### src/sv/iowm_pkg.sv
`default_nettype none
// ----------------------------------------------------------------------------
// iowm_pkg
// Shared types and constants for the I2C display write master.
// ----------------------------------------------------------------------------
package iowm_pkg;

    // transaction phase
    typedef enum logic [3:0] {
        PH_IDLE  = 4'd0,
        PH_START = 4'd1,
        PH_BIT   = 4'd2,
        PH_ACK   = 4'd3,
        PH_STOP  = 4'd4
    } phase_t;

    // configuration register indexes
    localparam int unsigned CFG_INDEX_W = 2;
    localparam logic [CFG_INDEX_W-1:0] CFG_SLAVE_ADDR = 2'd0;
    localparam logic [CFG_INDEX_W-1:0] CFG_ACK_CHECK  = 2'd1;

    // control bytes sent ahead of the payload
    localparam logic [7:0] CTRL_CMD  = 8'h00;
    localparam logic [7:0] CTRL_DATA = 8'h40;

    // register reset values
    localparam logic [7:0] SLAVE_ADDR_RESET = 8'd120;
    localparam logic       ACK_CHECK_RESET  = 1'b1;

    // byte order within a transaction
    localparam logic [1:0] BYTE_CTRL    = 2'd1;
    localparam logic [1:0] BYTE_PAYLOAD = 2'd2;

    localparam logic [3:0] BITS_PER_BYTE = 4'd8;

endpackage : iowm_pkg
`default_nettype wire

### src/sv/i2c_oled_write_master_unit.sv
`default_nettype none
// ----------------------------------------------------------------------------
// i2c_oled_write_master_unit
// Bit-level I2C master writing one command or data byte to a display.
// ----------------------------------------------------------------------------
// Usage:
//   s_* channel: one item per pin step. action=1 is a write request (payload,
//   is_data latched if idle, ignored if busy); action=0 is a tick that moves
//   SCL/SDA by one step (start, address byte, control byte, payload byte,
//   each with an acknowledge clock, then stop). sda_in is sampled on the
//   acknowledge high step when ack checking is enabled.
//   m_* channel: exactly one result item per input item, carrying the driven
//   pin levels, busy, done (stop finished on this tick) and the nack flag.
//   cfg_* channel: register writes (0 slave address, 1 ack check), always
//   ready; write only while idle.
// Timing:
//   A result is registered, valid in the cycle after its item is accepted.
//   One item is taken every cycle unless a result is stuck: the whole pin-step
//   update is a single pass of logic between the state and result registers.
// Reset:
//   aresetn low returns to idle with both lines released, nack cleared and
//   the registers at their defaults (address 120, ack check on).
// Stall:
//   The result register holds while m_ready is low; s_ready follows
//   !m_valid || m_ready, so input stops only while a result is stuck.
// ----------------------------------------------------------------------------
module i2c_oled_write_master_unit (
    input  wire logic                               aclk,
    input  wire logic                               aresetn,
    // input items
    input  wire logic                               s_valid,
    output logic                                    s_ready,
    input  wire logic                               s_action,
    input  wire logic [7:0]                         s_payload,
    input  wire logic                               s_is_data,
    input  wire logic                               s_sda_in,
    // result items
    output logic                                    m_valid,
    input  wire logic                               m_ready,
    output logic                                    m_scl,
    output logic                                    m_sda,
    output logic                                    m_busy_res,
    output logic                                    m_done_res,
    output logic                                    m_nack,
    // configuration writes
    input  wire logic                               cfg_valid,
    output logic                                    cfg_ready,
    input  wire logic [iowm_pkg::CFG_INDEX_W-1:0]   cfg_index,
    input  wire logic [7:0]                         cfg_data
);

    // configuration
    logic [7:0] slave_addr_reg;
    logic       ack_check_reg;

    // transaction state
    iowm_pkg::phase_t phase_reg, phase_next;
    logic [1:0] step_reg, step_next;
    logic [3:0] bit_cnt_reg, bit_cnt_next;
    logic [1:0] byte_idx_reg, byte_idx_next;
    logic [7:0] shift_reg, shift_next;
    logic [7:0] held_payload_reg, held_payload_next;
    logic       held_is_data_reg, held_is_data_next;
    logic       nack_reg, nack_next;
    logic       scl_reg, scl_next;
    logic       sda_reg, sda_next;
    logic       done_next;

    // result register
    logic m_valid_reg;
    logic out_scl_reg, out_sda_reg, out_busy_reg, out_done_reg, out_nack_reg;
    logic out_busy_next;

    logic s_accept;
    logic cfg_accept;

    assign s_ready    = !m_valid_reg || m_ready;
    assign s_accept   = s_valid && s_ready;
    assign cfg_ready  = 1'b1;
    assign cfg_accept = cfg_valid && cfg_ready;

    // ------------------------------------------------------------------
    // Next state for one item
    // ------------------------------------------------------------------
    always_comb begin
        logic [3:0] bit_inc;
        logic [1:0] byte_inc;
        bit_inc           = bit_cnt_reg + 4'd1;
        byte_inc          = byte_idx_reg + 2'd1;
        phase_next        = phase_reg;
        step_next         = step_reg;
        bit_cnt_next      = bit_cnt_reg;
        byte_idx_next     = byte_idx_reg;
        shift_next        = shift_reg;
        held_payload_next = held_payload_reg;
        held_is_data_next = held_is_data_reg;
        nack_next         = nack_reg;
        scl_next          = scl_reg;
        sda_next          = sda_reg;
        done_next         = 1'b0;

        if (s_action) begin
            // request: latched only when idle, pins untouched
            if (phase_reg == iowm_pkg::PH_IDLE) begin
                held_payload_next = s_payload;
                held_is_data_next = s_is_data;
                nack_next         = 1'b0;
                phase_next        = iowm_pkg::PH_START;
                step_next         = 2'd0;
                bit_cnt_next      = 4'd0;
                byte_idx_next     = 2'd0;
            end
        end else if (phase_reg != iowm_pkg::PH_IDLE) begin
            unique case (phase_reg)
                iowm_pkg::PH_START: begin
                    if (step_reg == 2'd0) begin
                        scl_next  = 1'b1;
                        sda_next  = 1'b0;
                        step_next = 2'd1;
                    end else begin
                        scl_next      = 1'b0;
                        sda_next      = 1'b0;
                        phase_next    = iowm_pkg::PH_BIT;
                        step_next     = 2'd0;
                        bit_cnt_next  = 4'd0;
                        byte_idx_next = 2'd0;
                        shift_next    = slave_addr_reg;
                    end
                end
                iowm_pkg::PH_BIT: begin
                    case (step_reg)
                        2'd0: begin
                            scl_next  = 1'b0;
                            sda_next  = shift_reg[7];
                            step_next = 2'd1;
                        end
                        2'd1: begin
                            scl_next  = 1'b1;
                            step_next = 2'd2;
                        end
                        default: begin
                            scl_next     = 1'b0;
                            shift_next   = {shift_reg[6:0], 1'b0};
                            bit_cnt_next = bit_inc;
                            step_next    = 2'd0;
                            if (bit_inc >= iowm_pkg::BITS_PER_BYTE) begin
                                bit_cnt_next = 4'd0;
                                phase_next   = iowm_pkg::PH_ACK;
                            end
                        end
                    endcase
                end
                iowm_pkg::PH_ACK: begin
                    sda_next = 1'b1;
                    case (step_reg)
                        2'd0: begin
                            scl_next  = 1'b0;
                            step_next = 2'd1;
                        end
                        2'd1: begin
                            scl_next  = 1'b1;
                            step_next = 2'd2;
                            if (ack_check_reg && s_sda_in) begin
                                nack_next = 1'b1;
                            end
                        end
                        default: begin
                            scl_next      = 1'b0;
                            step_next     = 2'd0;
                            byte_idx_next = byte_inc;
                            if (byte_inc == iowm_pkg::BYTE_CTRL) begin
                                shift_next = held_is_data_reg ? iowm_pkg::CTRL_DATA
                                                              : iowm_pkg::CTRL_CMD;
                                phase_next = iowm_pkg::PH_BIT;
                            end else if (byte_inc == iowm_pkg::BYTE_PAYLOAD) begin
                                shift_next = held_payload_reg;
                                phase_next = iowm_pkg::PH_BIT;
                            end else begin
                                phase_next = iowm_pkg::PH_STOP;
                            end
                        end
                    endcase
                end
                iowm_pkg::PH_STOP: begin
                    case (step_reg)
                        2'd0: begin
                            scl_next  = 1'b0;
                            sda_next  = 1'b0;
                            step_next = 2'd1;
                        end
                        2'd1: begin
                            scl_next  = 1'b1;
                            sda_next  = 1'b0;
                            step_next = 2'd2;
                        end
                        default: begin
                            scl_next      = 1'b1;
                            sda_next      = 1'b1;
                            phase_next    = iowm_pkg::PH_IDLE;
                            step_next     = 2'd0;
                            bit_cnt_next  = 4'd0;
                            byte_idx_next = 2'd0;
                            done_next     = 1'b1;
                        end
                    endcase
                end
                default: begin
                    // unknown phase code: recover to idle, lines released
                    phase_next    = iowm_pkg::PH_IDLE;
                    step_next     = 2'd0;
                    bit_cnt_next  = 4'd0;
                    byte_idx_next = 2'd0;
                    scl_next      = 1'b1;
                    sda_next      = 1'b1;
                end
            endcase
        end
    end

    // ------------------------------------------------------------------
    // Result fields for one item
    // ------------------------------------------------------------------
    always_comb begin
        out_busy_next = (phase_next != iowm_pkg::PH_IDLE);
    end

    // ------------------------------------------------------------------
    // Registers
    // ------------------------------------------------------------------
    always_ff @(posedge aclk) begin
        if (!aresetn) begin
            slave_addr_reg <= iowm_pkg::SLAVE_ADDR_RESET;
            ack_check_reg  <= iowm_pkg::ACK_CHECK_RESET;
        end else if (cfg_accept) begin
            unique case (cfg_index)
                iowm_pkg::CFG_SLAVE_ADDR: slave_addr_reg <= cfg_data;
                iowm_pkg::CFG_ACK_CHECK:  ack_check_reg  <= cfg_data[0];
                default: ;
            endcase
        end
    end

    always_ff @(posedge aclk) begin
        if (!aresetn) begin
            phase_reg    <= iowm_pkg::PH_IDLE;
            step_reg     <= 2'd0;
            bit_cnt_reg  <= 4'd0;
            byte_idx_reg <= 2'd0;
            nack_reg     <= 1'b0;
            scl_reg      <= 1'b1;
            sda_reg      <= 1'b1;
        end else if (s_accept) begin
            phase_reg    <= phase_next;
            step_reg     <= step_next;
            bit_cnt_reg  <= bit_cnt_next;
            byte_idx_reg <= byte_idx_next;
            nack_reg     <= nack_next;
            scl_reg      <= scl_next;
            sda_reg      <= sda_next;
        end
    end

    // payload holding registers, loaded before first use
    always_ff @(posedge aclk) begin
        if (s_accept) begin
            shift_reg        <= shift_next;
            held_payload_reg <= held_payload_next;
            held_is_data_reg <= held_is_data_next;
        end
    end

    always_ff @(posedge aclk) begin
        if (!aresetn) begin
            m_valid_reg <= 1'b0;
        end else if (s_accept) begin
            m_valid_reg <= 1'b1;
        end else if (m_ready) begin
            m_valid_reg <= 1'b0;
        end
    end

    always_ff @(posedge aclk) begin
        if (s_accept) begin
            out_scl_reg  <= scl_next;
            out_sda_reg  <= sda_next;
            out_busy_reg <= out_busy_next;
            out_done_reg <= done_next;
            out_nack_reg <= nack_next;
        end
    end

    assign m_valid    = m_valid_reg;
    assign m_scl      = out_scl_reg;
    assign m_sda      = out_sda_reg;
    assign m_busy_res = out_busy_reg;
    assign m_done_res = out_done_reg;
    assign m_nack     = out_nack_reg;

    // ------------------------------------------------------------------
    // Assertions
    // ------------------------------------------------------------------
    // a finished stop leaves both lines released and the master idle
    a_done_idle: assert property (@(posedge aclk) disable iff (!aresetn)
        (m_valid && m_done_res) |-> (m_scl && m_sda && !m_busy_res))
        else $error("done without released lines or while busy");

    // an accepted item always yields a result on the next cycle
    a_result_follows: assert property (@(posedge aclk) disable iff (!aresetn)
        s_accept |=> m_valid)
        else $error("accepted item produced no result");

    // idle means the step counters are cleared
    a_idle_counters: assert property (@(posedge aclk) disable iff (!aresetn)
        (phase_reg == iowm_pkg::PH_IDLE) |->
            (step_reg == 2'd0 && bit_cnt_reg == 4'd0 && byte_idx_reg == 2'd0))
        else $error("idle with nonzero step counters");

    // the bus is released whenever the master reports itself idle
    a_idle_released: assert property (@(posedge aclk) disable iff (!aresetn)
        (m_valid && !m_busy_res) |-> (m_scl && m_sda))
        else $error("lines driven while idle");

endmodule : i2c_oled_write_master_unit
`default_nettype wire

### config.mk
export PLATFORM = sky130hd
export DESIGN_NAME = i2c_oled_write_master_unit
export DESIGN_NICKNAME = d
export VERILOG_FILES = /design/src/sv/iowm_pkg.sv /design/src/sv/i2c_oled_write_master_unit.sv
export SDC_FILE = /design/constraint.sdc
export NUM_CORES = 1
export LEC_CHECK = 0
export BUFFER_PORTS_ARGS = -buffer_cell sky130_fd_sc_hd__buf_2
export CAP_MARGIN = 20
export CORE_UTILIZATION = 51
export DETAILED_ROUTE_END_ITERATION = 10
export PLACE_DENSITY = 0.8
export RECOVER_POWER = 100
export SLEW_MARGIN = 25
export SYNTH_ARGS = -nofsm -noshare
export SYNTH_HDL_FRONTEND = slang
export SYNTH_SLANG_ARGS = --single-unit
### constraint.sdc
create_clock -name aclk -period 2.57 [get_ports aclk]
set_clock_uncertainty 0.05 [all_clocks]
set_input_delay 0.514 -clock aclk [delete_from_list [all_inputs] [get_ports aclk]]
set_output_delay 0.514 -clock aclk [all_outputs]
set_load 0.005 [all_outputs]
==> metrics.md, run 1 <==
| Metric | Value |
|---|---|
| Total congestion overflow after global routing | `0` |
| Number of stages on the worst hold path | `1` |
| DRC viols | `0` |
| Overall die area | `4820 um2` |
| Startpoint-to-endpoint class of the critical path | `flip-flop to flip-flop` |
| Share of the cycle needed by the critical path after routing | `89.5%` |
| Finish-stage setup viols | `0` |
| Fin. Hold Viols | `0` |
| Largest net degree at the start of global routing | `17` |
| Measured slew at the worst slew-check pin | `0.872 ns` |
| Start of the worst register-to-register path | `phase_reg[3]$_SDFFE_PN0P_` |
| Achievable clock frequency | `between 400 and 500 MHz` |
| Top post-synthesis cells by area | `edfxtp_1 28%, dfxtp_1 22%, mux2i_1 5.6%` |
| Die span in x | `69.4 um` |
| Via count | `1923` |
| Post-synth top cells | `30 x nor2_1, 25 x dfxtp_1, 24 x nand2_1` |
| IR drop worst, VDD | `slightly above 400 uV` |
| Top FF cell, synth | `dfxtp_1` |
| Area taken by flip-flops and latches | `approximately 1200 um2` |
| CP max stage cell | `or4_1` |
| Cts hold-fix bufs | `0` |
| Power per standard cell area | `roughly 580 nW/um2` |
| Fraction of synthesis flops using an asynchronous set or reset pin | `0%` |
| Stage delay of the slowest cell on the critical path | `between 0.6 and 0.7 ns` |
| Leakage power summed over all cells | `approximately 0.00098 uW` |
| Hold-critical path endpoint | `held_payload_reg[7]$_DFFE_PP_` |
| Vias in the first global route | `around 1.8k` |
| Worst reg-to-reg path cell count | `5` |
| Worst EP required | `~2.7 ns` |
| Net count after synthesis | `~270` |
| Yosys top cell by area | `edfxtp_1` |
| Sum of internal, switching and leakage power | `1530 uW` |
| Final RePlAce weighted congestion | `0.916` |
| Worst-Skew Late Latency | `approximately 0.31 ns` |
| Endpoint of the worst-slack reg-to-reg timing path | `nack_reg$_SDFFE_PN0P_` |
| Standard-cell row count | `24` |
| Number of antenna-violating nets in the routed design | `0` |
| Detailed-route vias per instance | `5.94` |
| Class of the tightest hold or removal check | `primary input to flip-flop` |
| Clock-pin transition on the worst setup and hold timing paths | `about 0.090 ns` |
| Crit path time final | `2.30 ns` |
| Fillcell total | `~350` |
| Yosys Warn Count | `0` |
| Remaining max-slew budget at the tightest pin | `between 40% and 50%` |
| Effective utilization at floorplan | `between 50 and 60%` |
| Crit path arrival time | `~2.4 ns` |
| Peak fanout along the critical path | `16` |
| Number of clock sinks | `47` |
| Cells traversed along the worst timing path | `or4_1 > nor3_4 > clkbuf_1 > o32a_1 > nor2_1` |
| Post-synth design cell area | `about 2300 um2` |
| Netlist cell types | `55` |
| Area of the multi-input gates | `about 1000 um2` |
| Detailed-router iteration count before antenna repair | `5` |
| Ant diodes | `0` |
| Setup slack, reg-to-reg | `0.27 ns` |
| Unrepaired setup endpoints after global routing | `false` |
| Buffers on Ports | `32` |
| Ratio of cells with drive above 1 in the final layout | `between 10% and 20%` |
| Area growth syn-to-layout | `13.4%` |
| Top cell type's share of synthesized area | `roughly 28%` |
| H-tree depth reported by CTS | `2` |
| Number of flops mapped to enable cells by yosys | `22` |
| Sum Neg Setup Slack | `0 ns` |
| Total track usage | `between 20 and 25%` |
| Most common cell in the synthesized netlist | `nor2_1` |
| Initial antenna violation count | `0` |
| Number of instances resized during post-cts repair | `0` |
| Cell at the root of the clock tree | `clkbuf_8` |
| Half-perimeter wire length after detailed placement | `3690 um` |
| Total Wirelength | `5180 um` |
| Cell count along the critical path | `5` |
| Max Cap Violations | `0` |
| Post-route worst hold slack | `approximately 0.33 ns` |
| Final Max Slew Viols | `0` |
| Family with the most delay on the worst path | `simple AND/OR/NAND/NOR gates` |
| Startpoint kind of the worst setup timing path | `flip-flop` |
| Placeable core area | `about 4400 um2` |
| Average wire per cell in the routed design | `16.0 um` |
| Startpoint of the most critical hold path | `s_payload[7]` |
| Io pins | `34` |
| Synthesized flop and latch total | `between 40 and 50` |
| Status | `finished, final reports clean` |
| Post-synthesis instance total | `around 240` |
| Portion of the post-synthesis area used by sequential elements | `between 50 and 60%` |
| Critical Path End Type | `flip-flop` |
| Number of DRC violations after detailed-routing iteration 0 | `153` |
| CTS max path bufs | `2` |
| Wire length of the first global-routing pass | `about 8400 um` |
| CTS tree | `done` |
| Post-CTS setup buffer count | `0` |
| Die Span Y | `a little under 70 um` |
| Mean post-synth cell area | `9.75 um2` |
| Sum of buffers and inverters on the critical path | `1` |
| Layout Nets | `300` |
| Number of clock buffers inserted by TritonCTS | `5` |
==> logic make-up after synthesis <==
family | count (synthesis) | synth area share [%]
flops | 47 | 50.1
other cells | 1 | 0.162
compound gates | 47 | 14.7
buf+inv | 25 | 4.69
mux | 13 | 5.61
fa+ha+maj | 3 | 1.62
xor+xnor | 2 | 0.755
simple gates | 100 | 22.4
==> report_power, final <==
group	total [uW]	internal, uW	switching, uW
combinational	132	52.7	79.7
sequential	821	808	13.6
clock	572	320	252
total	1530	1180	346
==> worst max path at each step <==
stage,startpoint,to,slack (ns)
after global placement,phase_reg[1]$_SDFFE_PN0P_,phase_reg[2]$_SDFFE_PN0P_,0.37
after global routing,phase_reg[3]$_SDFFE_PN0P_,nack_reg$_SDFFE_PN0P_,0.13
after detailed placement,phase_reg[3]$_SDFFE_PN0P_,shift_reg[5]$_DFFE_PP_,0.31
after floorplan,m_ready,shift_reg[0]$_DFFE_PP_,0.30
after CTS,phase_reg[3]$_SDFFE_PN0P_,shift_reg[2]$_DFFE_PP_,0.32
final,phase_reg[3]$_SDFFE_PN0P_,nack_reg$_SDFFE_PN0P_,0.27
==> placed cells by master, fill, tap and decap left out, types with 4 or more instances in the layout <==
cell type,n
or4_1,4
clkbuf_1,8
buf_2,29
a21oi_1,9
nor2_1,30
o21ai_0,7
nor3_1,7
dfxtp_1,25
nand2_1,24
edfxtp_1,22
nor4b_1,4
nor3b_1,4
mux2i_1,13
inv_1,11
a221oi_1,8
clkbuf_8,6
nand3_1,6
==> final cells by class <==
cell class	instances	share of cell area (%)
Clock buffer	6	3.14
Clock inverter	2	1.47
Inverter	11	1.57
Multi-Input combinational cell	166	39.8
Sequential cell	47	44.1
Tap cell	52	2.47
Timing Repair Buffer	40	7.42
==> metal layers <==
layer	up-vias	track usage (%)	wire length, um
met5	-	0	0
met3	8	5.96	431
li1	931	-	-
met1	884	29.4	2250
met2	100	35.6	2440
met4	0	8.62	52
==> through the flow <==
stage | instance area (um2) | std cells | setup WS [ns] | util [%]
floorplan | 2330 | 238 | 0.299 | -
CTS | 2670 | 324 | 0.325 | 61.2
global route | 2630 | 324 | 0.134 | 60.4
finish | 2630 | 324 | 0.270 | 60.4
global placement | 2540 | 316 | 0.369 | 58.4
detailed placement | 2540 | 316 | 0.306 | 58.4
No activity file was read; power rests on OpenSTA's default activity.
==> run 2: changes to the inputs <==
Settings changed: CORE_MARGIN set to 2, CORE_UTILIZATION 51 to 30, PLACE_DENSITY 0.8 to 0.54.
==> metrics.md, run 2 (synthesis results as in run 1) <==
| Metric | Value |
|---|---|
| Status | `finished, final reports clean` |
| Fin. Hold Viols | `0` |
| Worst setup slack after layout | `approximately 0.19 ns` |
| Met1 usage | `a little under a fifth` |
| Total Wirelength | `5570 um` |
| Ant diodes | `0` |
| Effective utilization at floorplan | `a little under a third` |
| IR drop worst, VDD | `roughly 210 uV` |
| Area taken by flip-flops and latches | `roughly 1200 um2` |
| Class of the tightest hold or removal check | `primary input to flip-flop` |
| Worst-Skew Late Latency | `just over 0.3 ns` |
| H-tree depth reported by CTS | `2` |
| Number of instances resized during post-cts repair | `0` |
| Area of the multi-input gates | `1050 um2` |
| Cts hold-fix bufs | `0` |
| Remaining max-slew budget at the tightest pin | `a little over two fifths` |
| Worst-case setup slack after placement | `around 0.34 ns` |
| Final RePlAce weighted congestion | `about 0.84` |
| Peak fanout along the critical path | `13` |
| Critical Path End Type | `flip-flop` |
| Fraction of met2 tracks used by global routing | `~20%` |
| Number of antenna-violating nets in the routed design | `0` |
| Post-CTS setup buffer count | `0` |
| Finish-stage setup viols | `0` |
| Cell at the root of the clock tree | `clkbuf_8` |
| Die Span Y | `just over 90 um` |
| Most used routing layer in global routing | `met2` |
| CTS tree | `done` |
| Met3 usage | `around 3.3%` |
| Detailed-router iteration count before antenna repair | `4` |
| Power per standard cell area | `533 nW/um2` |
| Via count | `approximately 1.9k` |
| Crit path time final | `~2.4 ns` |
| Io pins | `34` |
| Family with the most delay on the worst path | `simple AND/OR/NAND/NOR gates` |
| CP max stage cell | `dfxtp_1` |
| Startpoint-to-endpoint class of the critical path | `flip-flop to flip-flop` |
| Half-perimeter wire length after detailed placement | `between 3000 and 4000 um` |
| Initial antenna violation count | `0` |
| Average wire per cell in the routed design | `14.7 um` |
| Leakage power summed over all cells | `a little under 0.001 uW` |
| Wire length of the first global-routing pass | `between 9000 and 10000 um` |
| Measured slew at the worst slew-check pin | `between 0.8 and 0.9 ns` |
| Worst EP required | `2.77 ns` |
| Die span in x | `91.9 um` |
| Final Max Slew Viols | `0` |
| Startpoint kind of the worst setup timing path | `flip-flop` |
| Number of DRC violations after detailed-routing iteration 0 | `approximately 140` |
| Number of clock buffers inserted by TritonCTS | `5` |
| Number of clock sinks | `47` |
| Max Cap Violations | `0` |
| Clock-pin transition on the worst setup and hold timing paths | `0.09 ns` |
| Total track usage | `13.8%` |
| Ratio of cells with drive above 1 in the final layout | `between 10% and 20%` |
| Sum of buffers and inverters on the critical path | `0` |
| Total congestion overflow after global routing | `0` |
| Largest net degree at the start of global routing | `19` |
| Stage delay of the slowest cell on the critical path | `0.61 ns` |
| Layout Nets | `between 300 and 400` |
| Fillcell total | `around 800` |
| Standard-cell row count | `32` |
| Area growth syn-to-layout | `16.6%` |
| Top library cells by usage in the layout, fill and taps aside | `30 x nor2_1, 28 x buf_2, 25 x dfxtp_1` |
| Detailed-route vias per instance | `just over 5` |
| Buffers on Ports | `32` |
| Share of the cycle needed by the critical path after routing | `92.5%` |
| Overall die area | `8450 um2` |
| Cells traversed along the worst timing path | `nor3b_1 > o21ai_0 > or4_1 > o2bb2ai_1 > and2_1` |
| Most common cell after layout, fill and taps aside | `nor2_1` |
| Placeable core area | `7610 um2` |
| Achievable clock frequency | `between 400 and 500 MHz` |
| Vias in the first global route | `1802` |
| CTS max path bufs | `2` |
| DRC viols | `0` |
| Crit path arrival time | `2.58 ns` |
| Sum Neg Setup Slack | `0 ns` |
| Unrepaired setup endpoints after global routing | `false` |
run 2: cell types whose count changed in the layout (fill, tap and decap cells not counted), moves of 2 or more:
cell,change
buf_4,+4
and2_0,-2
and2_1,+2
clkbuf_1,+2
run 2: final cells by class:
type                            count  area share, %
Clock buffer                        6           3.05
Timing Repair Buffer               44           8.24
Clock inverter                      2          0.602
Sequential cell                    47           42.9
Inverter                           11           1.53
Tap cell                          102           4.72
Multi-Input combinational cell    166           38.9
run 2: metal layers:
metal,up-vias,routed length (um)
met3,14,374
met1,874,2590
met5,-,0
li1,942,-
met4,0,133
met2,77,2470
run 2: metrics by stage:
step / util [%] / instances / instance area [um2] / hold WS, ns / power, uW
after floorplan: - / 238 / 2330 / 0.391 / 919
after global placement: 34.7 / 370 / 2640 / 0.409 / 983
after detailed placement: 34.7 / 370 / 2640 / 0.420 / 983
after CTS: 36.0 / 378 / 2740 / 0.319 / 1470
after global routing: 35.5 / 378 / 2700 / 0.309 / 1500
final: 35.5 / 378 / 2700 / 0.329 / 1440
run 2: final timing paths:
| kind | from | slack (ns) | endpoint | cells after the start |
|---|---|---|---|---|
| max reg2reg | phase_reg[2]$_SDFFE_PN0P_ | 0.19 | phase_reg[2]$_SDFFE_PN0P_ | 5 |
| max | phase_reg[2]$_SDFFE_PN0P_ | 0.19 | phase_reg[2]$_SDFFE_PN0P_ | 5 |
| min reg2reg | bit_cnt_reg[1]$_SDFFE_PN0P_ | 0.43 | bit_cnt_reg[1]$_SDFFE_PN0P_ | 2 |
| min | s_payload[4] | 0.33 | held_payload_reg[4]$_DFFE_PP_ | 1 |
run 2: report_power, final:
group	internal [uW]	switching (uW)	total [uW]
Clock	220	262	482
Sequential	807	13.1	821
Combinational	57.4	82.1	140
Total	1080	357	1440
